File: src/rtl/ucld_pkg.sv
package ucld_pkg;

  localparam logic [7:0] ChBs    = 8'h08;
  localparam logic [7:0] ChDel   = 8'h7f;
  localparam logic [7:0] ChCr    = 8'h0d;
  localparam logic [7:0] ChLf    = 8'h0a;
  localparam logic [7:0] ChBell  = 8'h07;
  localparam logic [7:0] ChSpace = 8'h20;
  localparam logic [7:0] ChTab   = 8'h09;
  localparam logic [7:0] ChZero  = 8'h30;
  localparam logic [7:0] ChX     = 8'h58;
  localparam logic [31:0] AlignMask = 32'hffff_fffc;

  localparam logic [7:0] OpInfo  = 8'h49;
  localparam logic [7:0] OpDump  = 8'h44;
  localparam logic [7:0] OpRead  = 8'h52;
  localparam logic [7:0] OpWrite = 8'h57;
  localparam logic [7:0] OpGpio  = 8'h47;
  localparam logic [7:0] OpSpi   = 8'h53;

  localparam logic [3:0] CmdInfo   = 4'd0;
  localparam logic [3:0] CmdDump   = 4'd1;
  localparam logic [3:0] CmdRead   = 4'd2;
  localparam logic [3:0] CmdWrite  = 4'd3;
  localparam logic [3:0] CmdGpio   = 4'd4;
  localparam logic [3:0] CmdSpi    = 4'd5;
  localparam logic [3:0] CmdUnk    = 4'd6;
  localparam logic [3:0] CmdRdUse  = 4'd7;
  localparam logic [3:0] CmdWrUse  = 4'd8;

  typedef enum logic [3:0] {
    StIdle, StEcho, StBs1, StBs2, StBs3, StNl, StRead, StScan, StCmd
  } state_e;

  typedef enum logic [3:0] {
    PsLead, PsCmd, PsArgBlank, PsPre0, PsPreX, PsDig, PsDone
  } pstate_e;

  typedef struct packed {
    logic       out_valid;
    logic       out_kind;
    logic [7:0] out_char;
    logic       out_last;
    logic       store;
    logic       len_inc;
    logic       len_dec;
    logic       len_clr;
    logic       scan_start;
    logic       scan_step;
    logic       cmd_commit;
  } ctrl_t;

  typedef struct packed {
    logic len_zero;
    logic len_full;
    logic scan_done;
    logic have_cmd;
  } stat_t;

  function automatic logic [7:0] upper(logic [7:0] c);
    if (c >= 8'h61 && c <= 8'h7a) return c - 8'd32;
    return c;
  endfunction

  function automatic logic [4:0] hex_digit(logic [7:0] c);
    logic [7:0] u;
    u = upper(c);
    if (c >= 8'h30 && c <= 8'h39) return {1'b1, c[3:0]};
    if (u >= 8'h41 && u <= 8'h46) return {1'b1, u[3:0] + 4'd9};
    return 5'd0;
  endfunction

endpackage

File: src/rtl/ucld_ram.sv
module ucld_ram #(
  parameter int Width = 8,
  parameter int Depth = 64
) (
  input  logic                     clk_i,
  input  logic                     we_i,
  input  logic [$clog2(Depth)-1:0] waddr_i,
  input  logic [Width-1:0]         wdata_i,
  input  logic [$clog2(Depth)-1:0] raddr_i,
  output logic [Width-1:0]         rdata_o
);
  logic [Width-1:0] mem_q [Depth];

  always_ff @(posedge clk_i) begin
    if (we_i) mem_q[waddr_i] <= wdata_i;
    rdata_o <= mem_q[raddr_i];
  end
endmodule

File: src/rtl/ucld_ctrl.sv
module ucld_ctrl (
  input  logic           clk_i,
  input  logic           rst_ni,
  input  logic           in_valid_i,
  output logic           in_ready_o,
  input  logic [7:0]     rx_char_i,
  input  logic           out_ready_i,
  input  ucld_pkg::stat_t stat_i,
  output ucld_pkg::ctrl_t ctrl_o,
  output logic           out_valid_o
);
  import ucld_pkg::*;

  state_e state_q, state_d;
  logic [7:0] char_q;
  logic busy;

  always_ff @(posedge clk_i or negedge rst_ni) begin
    if (!rst_ni) begin
      state_q <= StIdle;
    end else begin
      state_q <= state_d;
    end
  end

  always_ff @(posedge clk_i) begin
    if (in_valid_i && in_ready_o) char_q <= rx_char_i;
  end

  assign busy = (state_q != StIdle);
  assign in_ready_o = !busy;

  always_comb begin
    state_d = state_q;
    case (state_q)
      StIdle: begin
        if (in_valid_i) begin
          if (rx_char_i == ChCr || rx_char_i == ChLf) state_d = StNl;
          else if ((rx_char_i == ChBs || rx_char_i == ChDel) && !stat_i.len_zero)
            state_d = StBs1;
          else state_d = StEcho;
        end
      end
      StEcho: if (out_ready_i) state_d = StIdle;
      StBs1: if (out_ready_i) state_d = StBs2;
      StBs2: if (out_ready_i) state_d = StBs3;
      StBs3: if (out_ready_i) state_d = StIdle;
      StNl: begin
        if (stat_i.len_zero) begin
          if (out_ready_i) state_d = StIdle;
        end else begin
          state_d = StRead;
        end
      end
      StRead: state_d = StScan;
      StScan: begin
        if (stat_i.scan_done) begin
          if (!stat_i.have_cmd) state_d = StEcho;
          else if (out_ready_i) state_d = StCmd;
        end
      end
      StCmd: if (out_ready_i) state_d = StIdle;
      default: state_d = StIdle;
    endcase
  end

  always_comb begin
    ctrl_o = '0;
    case (state_q)
      StIdle: begin
        ctrl_o.scan_start = in_valid_i;
      end
      StEcho: begin
        ctrl_o.out_valid = 1'b1;
        ctrl_o.out_last = 1'b1;
        if (char_q == ChCr || char_q == ChLf) ctrl_o.out_char = ChLf;
        else if (stat_i.len_full) ctrl_o.out_char = ChBell;
        else ctrl_o.out_char = char_q;
        if (out_ready_i && !(char_q == ChCr || char_q == ChLf) && !stat_i.len_full) begin
          ctrl_o.store = 1'b1;
          ctrl_o.len_inc = 1'b1;
        end
      end
      StBs1: begin
        ctrl_o.out_valid = 1'b1;
        ctrl_o.out_char = ChBs;
      end
      StBs2: begin
        ctrl_o.out_valid = 1'b1;
        ctrl_o.out_char = ChSpace;
      end
      StBs3: begin
        ctrl_o.out_valid = 1'b1;
        ctrl_o.out_char = ChBs;
        ctrl_o.out_last = 1'b1;
        ctrl_o.len_dec = out_ready_i;
      end
      StNl: begin
        if (stat_i.len_zero) begin
          ctrl_o.out_valid = 1'b1;
          ctrl_o.out_char = ChLf;
          ctrl_o.out_last = 1'b1;
        end
      end
      StRead: ctrl_o.scan_step = 1'b0;
      StScan: begin
        ctrl_o.scan_step = !stat_i.scan_done;
        if (stat_i.scan_done && stat_i.have_cmd) begin
          ctrl_o.out_valid = 1'b1;
          ctrl_o.out_char = ChLf;
          ctrl_o.len_clr = 1'b1;
        end else if (stat_i.scan_done) begin
          ctrl_o.len_clr = 1'b1;
        end
      end
      StCmd: begin
        ctrl_o.out_valid = 1'b1;
        ctrl_o.out_kind = 1'b1;
        ctrl_o.out_last = 1'b1;
        ctrl_o.cmd_commit = out_ready_i;
      end
      default: ctrl_o = '0;
    endcase
  end

  assign out_valid_o = ctrl_o.out_valid;
endmodule

File: src/rtl/ucld_dp.sv
module ucld_dp #(
  parameter int LineLen   = 64,
  parameter int DumpCount = 64
) (
  input  logic            clk_i,
  input  logic            rst_ni,
  input  logic            cfg_we_i,
  input  logic [31:0]     cfg_wdata_i,
  input  ucld_pkg::ctrl_t ctrl_i,
  output ucld_pkg::stat_t stat_o,
  output logic [3:0]      command_code_o,
  output logic [31:0]     target_address_o,
  output logic [31:0]     write_value_o
);
  import ucld_pkg::*;

  localparam int AW = $clog2(LineLen);
  localparam int LW = $clog2(LineLen + 1);
  localparam logic [31:0] DumpStep = 32'(4 * DumpCount);

  logic [LW-1:0] len_q;
  logic [LW-1:0] pos_q, pos_d;
  logic [7:0] rdata;
  logic [AW-1:0] raddr;
  logic [31:0] start_q, dptr_q;
  logic dset_q;
  pstate_e ps_q, ps_d;
  logic [7:0] cmd_q, cmd_d;
  logic [1:0] nargs_q, nargs_d;
  logic [31:0] acc_q, acc_d, a0_q, a0_d, a1_q, a1_d;
  logic got_q, got_d, ended_q, ended_d;
  logic [7:0] ch;
  logic [4:0] hd;
  logic [3:0] code;
  logic [31:0] base;

  ucld_ram #(.Width(8), .Depth(LineLen)) u_ram (
    .clk_i   (clk_i),
    .we_i    (ctrl_i.store),
    .waddr_i (len_q[AW-1:0]),
    .wdata_i (ctrl_i.out_char),
    .raddr_i (raddr),
    .rdata_o (rdata)
  );

  assign raddr = pos_d[AW-1:0];
  assign stat_o.len_zero = (len_q == '0);
  assign stat_o.len_full = (len_q >= LW'(LineLen - 1));
  assign stat_o.scan_done = (ps_q == PsDone);
  assign stat_o.have_cmd = (cmd_q != 8'd0);

  always_ff @(posedge clk_i or negedge rst_ni) begin
    if (!rst_ni) begin
      len_q <= '0;
      start_q <= '0;
      dptr_q <= '0;
      dset_q <= 1'b0;
    end else begin
      if (cfg_we_i) start_q <= cfg_wdata_i;
      if (ctrl_i.len_clr) len_q <= '0;
      else if (ctrl_i.len_inc) len_q <= len_q + 1'b1;
      else if (ctrl_i.len_dec) len_q <= len_q - 1'b1;
      if (ctrl_i.cmd_commit && cmd_q == OpDump) begin
        dptr_q <= base + DumpStep;
        dset_q <= 1'b1;
      end
    end
  end

  always_ff @(posedge clk_i) begin
    pos_q <= pos_d;
    ps_q <= ps_d;
    cmd_q <= cmd_d;
    nargs_q <= nargs_d;
    acc_q <= acc_d;
    a0_q <= a0_d;
    a1_q <= a1_d;
    got_q <= got_d;
    ended_q <= ended_d;
  end

  assign ch = (ended_q || pos_q >= len_q || rdata == 8'd0) ? 8'd0 : rdata;
  assign hd = hex_digit(ch);

  always_comb begin
    pos_d = pos_q;
    ps_d = ps_q;
    cmd_d = cmd_q;
    nargs_d = nargs_q;
    acc_d = acc_q;
    a0_d = a0_q;
    a1_d = a1_q;
    got_d = got_q;
    ended_d = ended_q;
    if (ctrl_i.scan_start) begin
      pos_d = '0;
      ps_d = PsLead;
      cmd_d = 8'd0;
      nargs_d = 2'd0;
      got_d = 1'b0;
      acc_d = '0;
      ended_d = 1'b0;
    end else if (ctrl_i.scan_step) begin
      if (ch == 8'd0) ended_d = 1'b1;
      case (ps_q)
        PsLead: begin
          if (ch == ChSpace || ch == ChTab) pos_d = pos_q + 1'b1;
          else if (ch == 8'd0) ps_d = PsDone;
          else begin
            cmd_d = upper(ch);
            pos_d = pos_q + 1'b1;
            ps_d = PsArgBlank;
          end
        end
        PsArgBlank: begin
          if (cmd_q == OpInfo || cmd_q == OpGpio || cmd_q == OpSpi ||
              (cmd_q != OpDump && cmd_q != OpRead && cmd_q != OpWrite) ||
              (cmd_q != OpWrite && nargs_q != 2'd0) || nargs_q == 2'd2) begin
            ps_d = PsDone;
          end else if (ch == ChSpace || ch == ChTab) begin
            pos_d = pos_q + 1'b1;
          end else if (ch == ChZero) begin
            ps_d = PsPre0;
            pos_d = pos_q + 1'b1;
            acc_d = '0;
            got_d = 1'b1;
          end else begin
            ps_d = PsDig;
            acc_d = '0;
            got_d = 1'b0;
          end
        end
        PsPre0: begin
          if (upper(ch) == ChX) begin
            ps_d = PsDig;
            pos_d = pos_q + 1'b1;
            got_d = 1'b0;
          end else begin
            ps_d = PsDig;
          end
        end
        PsDig: begin
          if (hd[4]) begin
            acc_d = {acc_q[27:0], hd[3:0]};
            got_d = 1'b1;
            pos_d = pos_q + 1'b1;
          end else if (!got_q) begin
            ps_d = PsDone;
          end else begin
            if (nargs_q == 2'd0) a0_d = acc_q;
            else a1_d = acc_q;
            nargs_d = nargs_q + 1'b1;
            ps_d = PsArgBlank;
          end
        end
        default: ps_d = PsDone;
      endcase
    end
  end

  assign base = ((cmd_q == OpDump && nargs_q != 2'd0) ? a0_q :
                 (dset_q ? dptr_q : start_q)) & AlignMask;

  always_comb begin
    case (cmd_q)
      OpInfo: code = CmdInfo;
      OpDump: code = CmdDump;
      OpRead: code = (nargs_q != 2'd0) ? CmdRead : CmdRdUse;
      OpWrite: code = (nargs_q == 2'd2) ? CmdWrite : CmdWrUse;
      OpGpio: code = CmdGpio;
      OpSpi: code = CmdSpi;
      default: code = CmdUnk;
    endcase
  end

  assign command_code_o = code;
  assign target_address_o = (code == CmdDump) ? base :
                            (code == CmdRead || code == CmdWrite) ? (a0_q & AlignMask) : '0;
  assign write_value_o = (code == CmdWrite) ? a1_q : '0;
endmodule

File: src/rtl/uart_command_line_decoder_core.sv
// Channel  | Handshake                 | Payload
// in       | in_valid_i / in_ready_o   | rx_char_i
// out      | out_valid_o / out_ready_i | result_kind_o .. last_of_run_o
// cfg      | cfg_we_i                  | cfg_wdata_i
// An edit character passes through StEcho, or StBs1, StBs2 and StBs3, each held by output stalls.
// End of line scans the stored line character by character through the
// line RAM's registered read port.
// Reset is asynchronous and clears the line length and dump pointer.
// Input is refused while any result of the previous character is pending.
module uart_command_line_decoder_core #(
  parameter int LINE_LEN   = 64,
  parameter int DUMP_COUNT = 64
) (
  input  logic        clk_i,
  input  logic        rst_ni,
  input  logic        cfg_we_i,
  input  logic [31:0] cfg_wdata_i,
  input  logic        in_valid_i,
  output logic        in_ready_o,
  input  logic [7:0]  rx_char_i,
  output logic        out_valid_o,
  input  logic        out_ready_i,
  output logic        result_kind_o,
  output logic [7:0]  echo_char_o,
  output logic [3:0]  command_code_o,
  output logic [31:0] target_address_o,
  output logic [31:0] write_value_o,
  output logic        last_of_run_o
);
  import ucld_pkg::*;

  ctrl_t ctrl;
  stat_t stat;
  logic [3:0] code;
  logic [31:0] addr, val;

  ucld_ctrl u_ctrl (
    .clk_i, .rst_ni, .in_valid_i, .in_ready_o, .rx_char_i, .out_ready_i,
    .stat_i(stat), .ctrl_o(ctrl), .out_valid_o
  );

  ucld_dp #(.LineLen(LINE_LEN), .DumpCount(DUMP_COUNT)) u_dp (
    .clk_i, .rst_ni, .cfg_we_i, .cfg_wdata_i, .ctrl_i(ctrl),
    .stat_o(stat), .command_code_o(code),
    .target_address_o(addr), .write_value_o(val)
  );

  assign result_kind_o = ctrl.out_kind;
  assign echo_char_o = ctrl.out_kind ? 8'd0 : ctrl.out_char;
  assign command_code_o = ctrl.out_kind ? code : 4'd0;
  assign target_address_o = ctrl.out_kind ? addr : 32'd0;
  assign write_value_o = ctrl.out_kind ? val : 32'd0;
  assign last_of_run_o = ctrl.out_last;

`ifndef SYNTHESIS
  a_no_accept_busy: assert property (@(posedge clk_i) disable iff (!rst_ni)
    out_valid_o |-> !in_ready_o) else $error("input taken during output");
  a_cmd_last: assert property (@(posedge clk_i) disable iff (!rst_ni)
    (out_valid_o && result_kind_o) |-> last_of_run_o) else $error("command not last");
`endif
endmodule
File: config.mk
export PLATFORM = sky130hd
export DESIGN_NAME = uart_command_line_decoder_core
export DESIGN_NICKNAME = d
export VERILOG_FILES = /design/src/rtl/ucld_pkg.sv /design/src/rtl/ucld_ram.sv /design/src/rtl/ucld_ctrl.sv /design/src/rtl/ucld_dp.sv /design/src/rtl/uart_command_line_decoder_core.sv
export SDC_FILE = /design/constraint.sdc
export NUM_CORES = 1
export LEC_CHECK = 0
export ABC_AREA = 0
export BUFFER_PORTS_ARGS = -buffer_cell sky130_fd_sc_hd__buf_2
export CAP_MARGIN = 20
export CORE_MARGIN = 3
export CORE_UTILIZATION = 60
export DETAILED_ROUTE_END_ITERATION = 8
export PLACE_DENSITY = 0.78
export SETUP_SLACK_MARGIN = 0.3
export SYNTH_ARGS = -nofsm -noshare
export SYNTH_HDL_FRONTEND = slang
export SYNTH_SLANG_ARGS = --single-unit
File: constraint.sdc
create_clock -name clk_i -period 6.74 [get_ports clk_i]
set_input_delay 0.674 -clock clk_i [delete_from_list [all_inputs] [get_ports clk_i]]
set_output_delay 0.674 -clock clk_i [all_outputs]
set_load 0.05 [all_outputs]
Word-level counts from Yosys, hierarchy flattened
Memories as Yosys holds them, arrays and structs flattened. A register that Yosys moved wholly into a read port is not among the register bits.
Index checks and enable logic that the tools add are counted.
{ "word_totals": {"inputBits": 45, "register_bits": 203, "ram_bits": 512, "memories": 1, "elab_cells": 241, "out_inout_bits": 80} }
{ "op_classes": {"n_mux": 99, "n_lt_le_gt_ge": 8, "n_eq_ne": 49, "n_addsub": 7, "reduce_logical": 56, "n_bitwise": 5} }
{ "memory_table": {"columns": ["memory", "words", "word_bits", "rd", "rd_ports_with_merged_regs", "wr", "line", "rtl"], "rows": [
  ["u_dp.u_ram.mem_q", 64, 8, 1, 1, 1, "ucld_ram.sv:12", "logic [Width-1:0] mem_q [Depth];"]
]} }
{ "ops": {"columns": ["operator", "n"], "rows": [
  ["$mux W32", 10],
  ["$mux W8", 11],
  ["$mux W7", 10],
  ["$eq A8 B7 Y1 const B", 8],
  ["$mux W4", 16],
  ["$pmux W32 S2", 1],
  ["$eq A8 B4 Y1 const B", 6],
  ["$pmux W8 S5", 1],
  ["$add A32 B9 Y32 const B", 1],
  ["$mux W1", 29],
  ["$pmux W4 S7", 1],
  ["$pmux W7 S4", 1],
  ["$mux W5", 5],
  ["$eq A4 B2 Y1 const B", 6],
  ["$eq A4 B3 Y1 const B", 6],
  ["$ne A8 B7 Y1 const B", 3],
  ["$pmux W4 S6", 1],
  ["$reduce_and A6 Y1", 3],
  ["$eq A8 B6 Y1 const B", 2],
  ["$ge A8 B7 Y1 const B", 2],
  ["$le A8 B7 Y1 const B", 2],
  ["$logic_not A8 Y1", 2],
  ["$pmux W4 S4", 1],
  ["$add A7 B1 Y7 const B", 2],
  ["38 further kinds", 94]
]} }

Longest topological paths before layout
Gate-level depths: netlist of the first run.
{ "depth": {"ltp_word": 19, "mapped_depth": 25, "mapped_depth_nobuf": 21} }

Hierarchy
From an unflattened synthesis of the first run, not the netlist that was laid out.
{ "unflattened": {"hier_cells": 2177, "area_unflattened_um2": 31686.6} }
{ "modules_own_cells": {"columns": ["module", "cells_per_inst", "area_per_inst_um2", "n_inst", "seq_area_each_um2"], "rows": [
  ["ucld_ram", 972, 20190.6, 1, 15534.9],
  ["ucld_dp", 1011, 9979.6, 1, 4644.5],
  ["ucld_ctrl", 110, 969.7, 1, 340.3],
  ["uart_command_line_decoder_core", 84, 546.8, 1, 0.0]
]} }

Worst setup path after synthesis of the first run
OpenSTA, ideal clock, no wires.
{ "synth_timing": {"path_kind": "reg2reg", "from": "reg u_dp.len_q[5]", "to": "mem u_dp.u_ram.mem_q[0][1] (data pin)", "setup_slack_ns": 0.763, "t_arrival_ns": 5.072, "setup_time_ns": 0.905, "synth_period_minus_slack_ns": 5.977, "path_stages_with_launch": 5, "cell_sequence": "dfrtp_1 -> nand3_1 -> o41ai_1 -> nor3_1 -> o41ai_1"} }
{ "synth_lines": {"columns": ["element", "line", "rtl"], "rows": [
  ["start: declaration", "ucld_dp.sv:21", "logic [LW-1:0] len_q;"],
  ["start signal: assignment", "ucld_dp.sv:61", "else if (ctrl_i.len_inc) len_q <= len_q + 1'b1;"],
  ["start signal: assignment", "ucld_dp.sv:62", "else if (ctrl_i.len_dec) len_q <= len_q - 1'b1;"],
  ["end: declaration", "ucld_ram.sv:12", null]
]} }

Worst setup path in the final report of the first run
{ "layout_timing": {"from": "reg u_dp.len_q[4]", "to": "reg u_dp.u_ram.rdata_o[6], read port of u_dp.u_ram.mem_q"} }
{ "layout_between": {"elab_chain_cells": 19, "elab_cells_between_ends": 46, "cone_classes": "add/sub: 1; order compare: 7; eq/ne: 4; mux: 27; reduce/logical: 7"} }
{ "layout_lines": {"columns": ["element", "line", "rtl"], "rows": [
  ["$ge A7 B7 Y1 (*)", "ucld_dp.sv:82", "assign ch = (ended_q || pos_q >= len_q || rdata == 8'd0) ? 8'd0 : rdata;"],
  ["$logic_or A1 B1 Y1 (*) (2 in a row)", "ucld_dp.sv:82", null],
  ["$mux W8 (*)", "ucld_dp.sv:82", null],
  ["parallel branches: the longest is 12 deep, another holds $ge A8 B7 Y1", null, null],
  ["$pmux W7 S4 (*)", "ucld_dp.sv:105", "case (ps_q)"],
  ["$mux W6 (*)", "ucld_dp.sv:103", "end else if (ctrl_i.scan_step) begin"],
  ["$mux W6 (*)", "ucld_dp.sv:95", "if (ctrl_i.scan_start) begin"],
  ["end: declaration", "ucld_ram.sv:10", "output logic [Width-1:0] rdata_o"]
]} }
Every way passes the cells marked *. The select of a mux whose other input is x is not followed.
A chain may end at the register's enable or synchronous reset.

==> results of run 1 <==
==> cells in the mapped netlist, types with 7 or more instances <==
master	count
a211oi_1	9
a21o_1	7
a21oi_1	82
a221oi_1	24
a22oi_1	46
a311oi_1	12
a31oi_1	43
a32oi_1	29
a41oi_1	15
and2_1	13
and3_1	67
buf_1	8
buf_2	35
buf_4	13
buf_6	9
clkbuf_1	87
dfrtp_1	72
dfxtp_1	62
edfxtp_1	582
ha_1	22
inv_1	27
mux2_2	46
mux2i_1	132
nand2_1	424
nand2b_1	9
nand3_1	69
nand4_1	7
nor2_1	212
nor2b_1	9
nor3_1	18
nor4_1	8
o21a_1	8
o21ai_0	86
o21ai_1	15
o221ai_1	14
o22ai_1	24
or3_1	10
xnor2_1	21
xor2_1	13
==> placed cells by master (no fill, tap or decap), types with 27 or more instances in the layout <==
| cell | netlist | routed |
|---|---|---|
| buf_2 | 35 | 120 |
| and3_1 | 67 | 64 |
| nand2_1 | 424 | 424 |
| a22oi_1 | 46 | 46 |
| buf_4 | 13 | 41 |
| nor2_1 | 212 | 206 |
| o21ai_0 | 86 | 85 |
| edfxtp_1 | 582 | 582 |
| a21oi_1 | 82 | 81 |
| dfxtp_1 | 62 | 62 |
| a32oi_1 | 29 | 29 |
| mux2i_1 | 132 | 132 |
| clkbuf_16 | 0 | 76 |
| nand3_1 | 69 | 69 |
| dfrtp_1 | 72 | 72 |
| a31oi_1 | 43 | 43 |
| inv_1 | 27 | 27 |
| mux2_2 | 46 | 46 |
==> metal layers <==
metal | GRT usage (%) | routed length, microns | up-vias
li1 | - | - | 9478
met1 | 38.90 | 30140 | 10253
met2 | 43.01 | 35610 | 1052
met3 | 5.561 | 7570 | 189
met4 | 11.28 | 2711 | 0
met5 | 0 | 0 | -
==> per-stage QoR <==
stage                     cell area (sq um)  cells  setup WS (ns)  total power, uW
after global routing                  34550   3316         0.3741            13520
after floorplan                       31020   2498         0.7635             8094
after global placement                32170   3181         0.5683             8963
final                                 34550   3316         0.6444            12990
after detailed placement              32190   3182         0.3949             9116
after CTS                             34450   3308         0.3361            12950
==> power breakdown <==
group / total, uW / switching [uW] / internal [uW] / leakage (uW)
Sequential: 5640 / 246 / 5400 / 0.00678
Combinational: 3490 / 2470 / 1030 / 0.00499
Clock: 3860 / 1620 / 2230 / 0.00111
==> state kept, by name (all words and copies together) (netlist names), 2 cells and up <==
name and cells:
u_ctrl.char_q 8, u_ctrl.state_q 4, u_dp.a0_q 30, u_dp.a1_q 32, u_dp.acc_q 32, u_dp.cmd_q 8
u_dp.dptr_q 30, u_dp.len_q 7, u_dp.nargs_q 2, u_dp.pos_q 7, u_dp.ps_q 3, u_dp.start_q 30
u_dp.u_ram.mem_q 512, u_dp.u_ram.rdata_o 8
==> what timing repair did <==
| item | in CTS | in global routing |
|---|---|---|
| hold buffers | 0 | 0 |
| endpoints found under the setup margin | 0 | 8 |
| buffers inserted | 0 | 0 |
| gates resized for setup | 0 | 7 |
| hold endpoints to repair | 0 | 0 |
==> layout make-up <==
cell class                      count  area [sq um]
Sequential cell                   716         20520
Fill cell                        3495         16030
Multi-Input combinational cell   1598          9747
Clock buffer                       95          1993
Timing Repair Buffer              168          1036
Tap cell                          672         840.8
Clock inverter                     31         274.0
Inverter                           32         127.6
Antenna cell                        4         10.01
==> logic make-up after synthesis <==
logic type | count (synthesis) | share of synthesized area (%)
flops | 716 | 66.21
other cells | 1 | 0.01210
simple gates | 889 | 12.81
mux | 179 | 5.983
compound gates | 463 | 10.31
fa+ha+maj | 23 | 0.9528
buf+inv | 184 | 2.762
xor+xnor | 34 | 0.9609
==> worst paths after layout <==
| kind | endpoint | startpoint |
|---|---|---|
| setup reg to reg | u_dp.u_ram.rdata_o[6] | u_dp.len_q[4] |
| hold reg to reg | u_dp.a0_q[28] | u_dp.acc_q[28] |
| min in group clk_i | u_ctrl.char_q[6] | rx_char_i[6] |
| setup / recovery | u_dp.u_ram.rdata_o[6] | u_dp.len_q[4] |
| max in group asynchronous | u_dp.dptr_q[28] | rst_ni |
| hold / removal | u_dp.start_q[11] | rst_ni |
==> impl_metrics.csv, run 1 <==
group,metric,value,unit
run_status,status,"finished, final reports clean",
synth,yosys_most_used_dff,"edfxtp_1",
critical_path,crit_slowest_cell,"nor3_4",
power,power_density,376.1,nW/um^2
synth,syn-instance-count,2489,
flow_run,max_cap_viol_count,0,
synth,yosysUniqueCellTypes,85,
cts,cts_num_sinks,716,
floorplan,io_pins,125,
critical_path,critical_path.max_fanout,20,
floorplan,row_count,82,
cts,cts_tree,"built",
global_routing,grt_pass1_wl,115.5,mm
critical_path,cpMostUsedCell,"ha_1",
cts,htree_levels,3,
finish,syn_to_final_growth,11.48,%
sta,fin_crit,6.096,ns
synth,yosysWarnings,0,
routing,drt_pass1_iterations,7,
cts,cts_buffers,71,
sta,finalCritPeriodShare,90.44,%
critical_path,cp_data_required_time,7.22,ns
sta,finalHoldViolCount,0,
power,power.static_leakage,0.01288,uW
floorplan,dieArea,54410,sq um
synth,netlist.area_leader.share,56.39,%
synth,ys_seq_elements,716,
synth,ys_seq_area_share,66.21,%
critical_path,crit_chain,"inv_1 -> ha_1 -> a21oi_1 -> o21ai_2 -> a21oi_4 -> nand2_1 -> ha_1 -> or4b_4 -> o2111a_1 -> o21a_1 -> o31ai_4 -> or3_1 -> a21o_2 -> clkinv_4 -> nor3_4 -> a31oi_1 -> o211ai_1 -> o22ai_1 -> or4_1",
synth,synthTopCellsByArea,"edfxtp_1 (56%), dfrtp_1 (5.8%), nand2_1 (5.1%)",
sta,worstMarginPinSlew,1.047,ns
critical_path,rrSetupSlack,0.64,ns
synth,async_flop_share,10.06,%
synth,synth.avg_cell_area,12.45,sq um
critical_path,cp.buffers_inverters,2,
power,peakVddDrop,0.2695,mV
critical_path,setup.worst_path.class,"reg -> reg",
sta,clock_skew,0.02978,ns
critical_path,endpoint_kind,"flip-flop",
routing,drtAntennaViolNets,0,
cts,path_clk_slew,0.07,ns
global_routing,grt_pass1_vias,20109,
global_routing,track_usage,27.75,%
cts,cts.root.buffer_cell,"clkbuf_16",
routing,routed-via-count,20972,
synth,synth_edf_count,582,
critical_path,crit_arrival,6.58,ns
sta,fmax,164.1,MHz
cts,clock_latency,0.62,ns
sta,relSlewSlack,30.23,%
routing,via_per_inst,6.324,
global_routing,grt_max_degree,88,
synth,synth_top_cell_by_area,"edfxtp_1",
critical_path,cp_top_family,"compound AO/OA/AOI/OAI gates",
sta,rsz0062_at_grt,"false",
placement,portBuffers,120,
floorplan,die_w,233.3,microns
finish,nets,2655,
cts,clk_path_buf_depth,3,
floorplan,dieHeight,233.3,microns
sta,slew_violations,0,
global_routing,overflow,0,
synth,netlist_area,30990,sq um
finish,drive_gt1_share,14.05,%
critical_path,startpoint_type,"flip-flop",
floorplan,core-area,50580,sq um
routing,routed_wl,76.04,mm
routing,drc,0,
sta,holdWs,0.2254,ns
critical_path,rr_worst_depth,19,
placement,hpwlAfterDp,47.93,mm
critical_path,cp.depth,19,
finish,utilization,68.30,%
floorplan,start_util,61.27,%
placement,gp_congestion,0.9188,
hold_path,hp-class,"in -> async",
routing,wire_per_inst,22.93,microns
sta,tns,0,ns
routing,first_iter_violations,2690,
global_routing,antenna_found_initial,4,
sta,setup_violations,0,
critical_path,critPathMaxStageDelay,0.62,ns
Note: power is estimated with default switching activity, not from simulation.
==> run 2: changes to the inputs <==
CORE_ASPECT_RATIO = 0.5   (was default)
==> impl_metrics.csv, run 2 (synthesis gave the netlist of run 1 again) <==
group,metric,value,unit
finish,nets,2645,
sta,clock_skew,0.02016,ns
power,seqPwrFrac,45.3,%
critical_path,crit_chain,"inv_1 -> ha_1 -> nand2_1 -> o21ai_1 -> a21oi_2 -> nand2_1 -> inv_1 -> ha_1 -> or4b_4 -> nand4b_1 -> nor3_1 -> o211a_4 -> o31a_1 -> nand2_1 -> and2_2 -> inv_4 -> nor2_2 -> buf_4 -> a221oi_1 -> o21ai_1 -> o22ai_1 -> or3_1",
routing,drc,0,
cts,htree_levels,2,
floorplan,dieArea,54580,sq um
floorplan,row_count,58,
finish,syn_to_final_growth,10.36,%
critical_path,endpoint_kind,"flip-flop",
routing,wire_per_inst,22.32,microns
flow_run,max_cap_viol_count,0,
routing,drt_pass1_iterations,6,
global_routing,antenna_found_initial,0,
critical_path,cp.buffers_inverters,4,
sta,slew_violations,0,
power,power,12460,uW
power,power.switching,4257,uW
placement,place_inst,3199,
critical_path,crit_slowest_cell,"or4b_4",
power,internal_power,8198,uW
placement,hpwlAfterDp,46.21,mm
cts,hold_buffers,0,
critical_path,cpMostUsedCell,"nand2_1",
global_routing,grt_max_degree,113,
sta,rsz0062_at_grt,"false",
finish,drive_gt1_share,13.48,%
power,power_density,364.2,nW/um^2
critical_path,critPathMaxStageDelay,0.50,ns
critical_path,startpoint_type,"flip-flop",
placement,portBuffers,120,
routing,wl_met2,34.17,mm
floorplan,core-area,50650,sq um
hold_path,hp-class,"in -> async",
placement,gp_congestion,0.9147,
routing,top_layer,"met4",
critical_path,cp_top_family,"simple AND/OR/NAND/NOR gates",
finish,final_cell_mix,"edfxtp_1 (582), nand2_1 (424), nor2_1 (206), mux2i_1 (132), buf_2 (119)",
finish,n_antenna_cell,0,
routing,via_per_inst,6.306,
routing,routed-via-count,20910,
sta,setup_violations,0,
critical_path,crit_arrival,6.53,ns
routing,drtAntennaViolNets,0,
global_routing,overflow,0,
cts,clk_path_buf_depth,3,
floorplan,die_w,327.4,microns
sta,finalHoldViolCount,0,
power,power.static_leakage,0.01268,uW
sta,finalCritPeriodShare,89.47,%
cts,path_clk_slew,0.07,ns
sta,relSlewSlack,32.70,%
finish,reg_top3,"u_dp.u_ram.mem_q (512), u_dp.a1_q (32), u_dp.acc_q (32)",
routing,dr_wl_met3,7.940,mm
critical_path,setup.worst_path.class,"reg -> reg",
finish,utilization,67.52,%
sta,worstMarginPinSlew,0.9965,ns
sta,tns,0,ns
routing,first_iter_violations,2861,
floorplan,io_pins,125,
power,clockPowerShare,26.8,%
global_routing,grt_pass1_vias,19822,
sta,fmax,165.8,MHz
critical_path,cp_data_required_time,7.24,ns
cts,cts_num_sinks,716,
routing,routed_wl,74.02,mm
sta,fin_crit,6.030,ns
power,swShare,34.18,%
run_status,status,"finished, final reports clean",
cts,cts_buffers,60,
cts,clock_latency,0.62,ns
power,pwr-share-comb,27.9,%
global_routing,grt_pass1_wl,113.2,mm
finish,largest_reg_flops,512,
cts,cts_tree,"built",
floorplan,start_util,61.18,%
cts,cts.root.buffer_cell,"clkbuf_16",
finish,layout_commonest_cell,"edfxtp_1",
critical_path,critical_path.max_fanout,15,
floorplan,dieHeight,166.7,microns
power,peakVddDrop,0.3408,mV
global_routing,track_usage,26.43,%
finish,fin_cells,3316,
routing,routedLengthMet1,29.97,mm
sta,holdWs,0.2084,ns
finish,largest_register,"u_dp.u_ram.mem_q",
## run 2: cell types whose count changed in the layout (fill, tap and decap cells not counted), moves of 4 or more
| cell | previous run | this run |
|---|---|---|
| clkbuf_1 | 17 | 13 |
| clkbuf_16 | 76 | 60 |
| clkbuf_8 | 2 | 7 |
| clkinv_1 | 8 | 13 |
| clkinv_2 | 13 | 7 |
| diode_2 | 4 | 0 |
| o21ai_0 | 85 | 80 |
| o21ai_1 | 13 | 19 |
## run 2: cell type report
cell class,count,area (sq um)
clock buffer,80,1647
inverter,32,132.6
timing repair buffer,168,1064
tap,690,863.3
sequential,716,20520
fill,3550,16450
multi-input combinational,1599,9759
clock inverter,31,217.7
## run 2: what timing repair did
action / in CTS / in global routing
gates cloned: 0 / 1
pin swaps: 0 / 2
gates resized for setup: 1 / 14
endpoints found under the setup margin: 1 / 8
buffers inserted: 0 / 2
## run 2: path summary, 6_finish.rpt
kind	to	cells past startpoint	slack, ns	from
max reg2reg	u_dp.u_ram.rdata_o[5]	22	0.71	u_dp.len_q[5]
min in group clk_i	u_ctrl.char_q[7]	1	0.26	rx_char_i[7]
min reg2reg	u_dp.dptr_q[9]	2	0.47	u_dp.dptr_q[9]
max in group asynchronous	u_ctrl.state_q[0]	1	5.91	rst_ni
min	u_dp.start_q[5]	1	0.21	rst_ni
max	u_dp.u_ram.rdata_o[5]	22	0.71	u_dp.len_q[5]
## run 2: power by group through the flow
stage / registers [uW] / logic (uW) / clock network, uW
finish: 5640 / 3480 / 3340
global placement: 5710 / 3270 / 0
CTS: 5630 / 3400 / 3360
floorplan: 5610 / 2480 / 0
detailed placement: 5720 / 3380 / 0
global route: 5660 / 3760 / 3530
## run 2: worst reg2reg max path, stage by stage (launching register included)
cell and delay (ns):
dfrtp_1 0.48, inv_1 0.16, ha_1 0.30, nand2_1 0.08, o21ai_1 0.41, a21oi_2 0.15
nand2_1 0.18, inv_1 0.10, ha_1 0.23, or4b_4 0.50, nand4b_1 0.11, nor3_1 0.11
o211a_4 0.30, o31a_1 0.32, nand2_1 0.07, and2_2 0.47, inv_4 0.24, nor2_2 0.25
buf_4 0.28, a221oi_1 0.18, o21ai_1 0.46, o22ai_1 0.21, or3_1 0.35
## run 2: through the flow
step / area [sq um] / setup slack [ns]
6_report: 34200 / 0.7098
5_1_grt: 34200 / 0.3353
4_1_cts: 34090 / 0.4025
3_5_place_dp: 32220 / 0.3394
3_3_place_gp: 32220 / 0.5157
2_1_floorplan: 31020 / 0.7635
## run 2: per-layer routing
layer	GRT usage [%]	vias up
li1	-	9450
met4	6.909	0
met2	41.99	1130
met3	5.841	167
met5	0	-
met1	37.37	10163
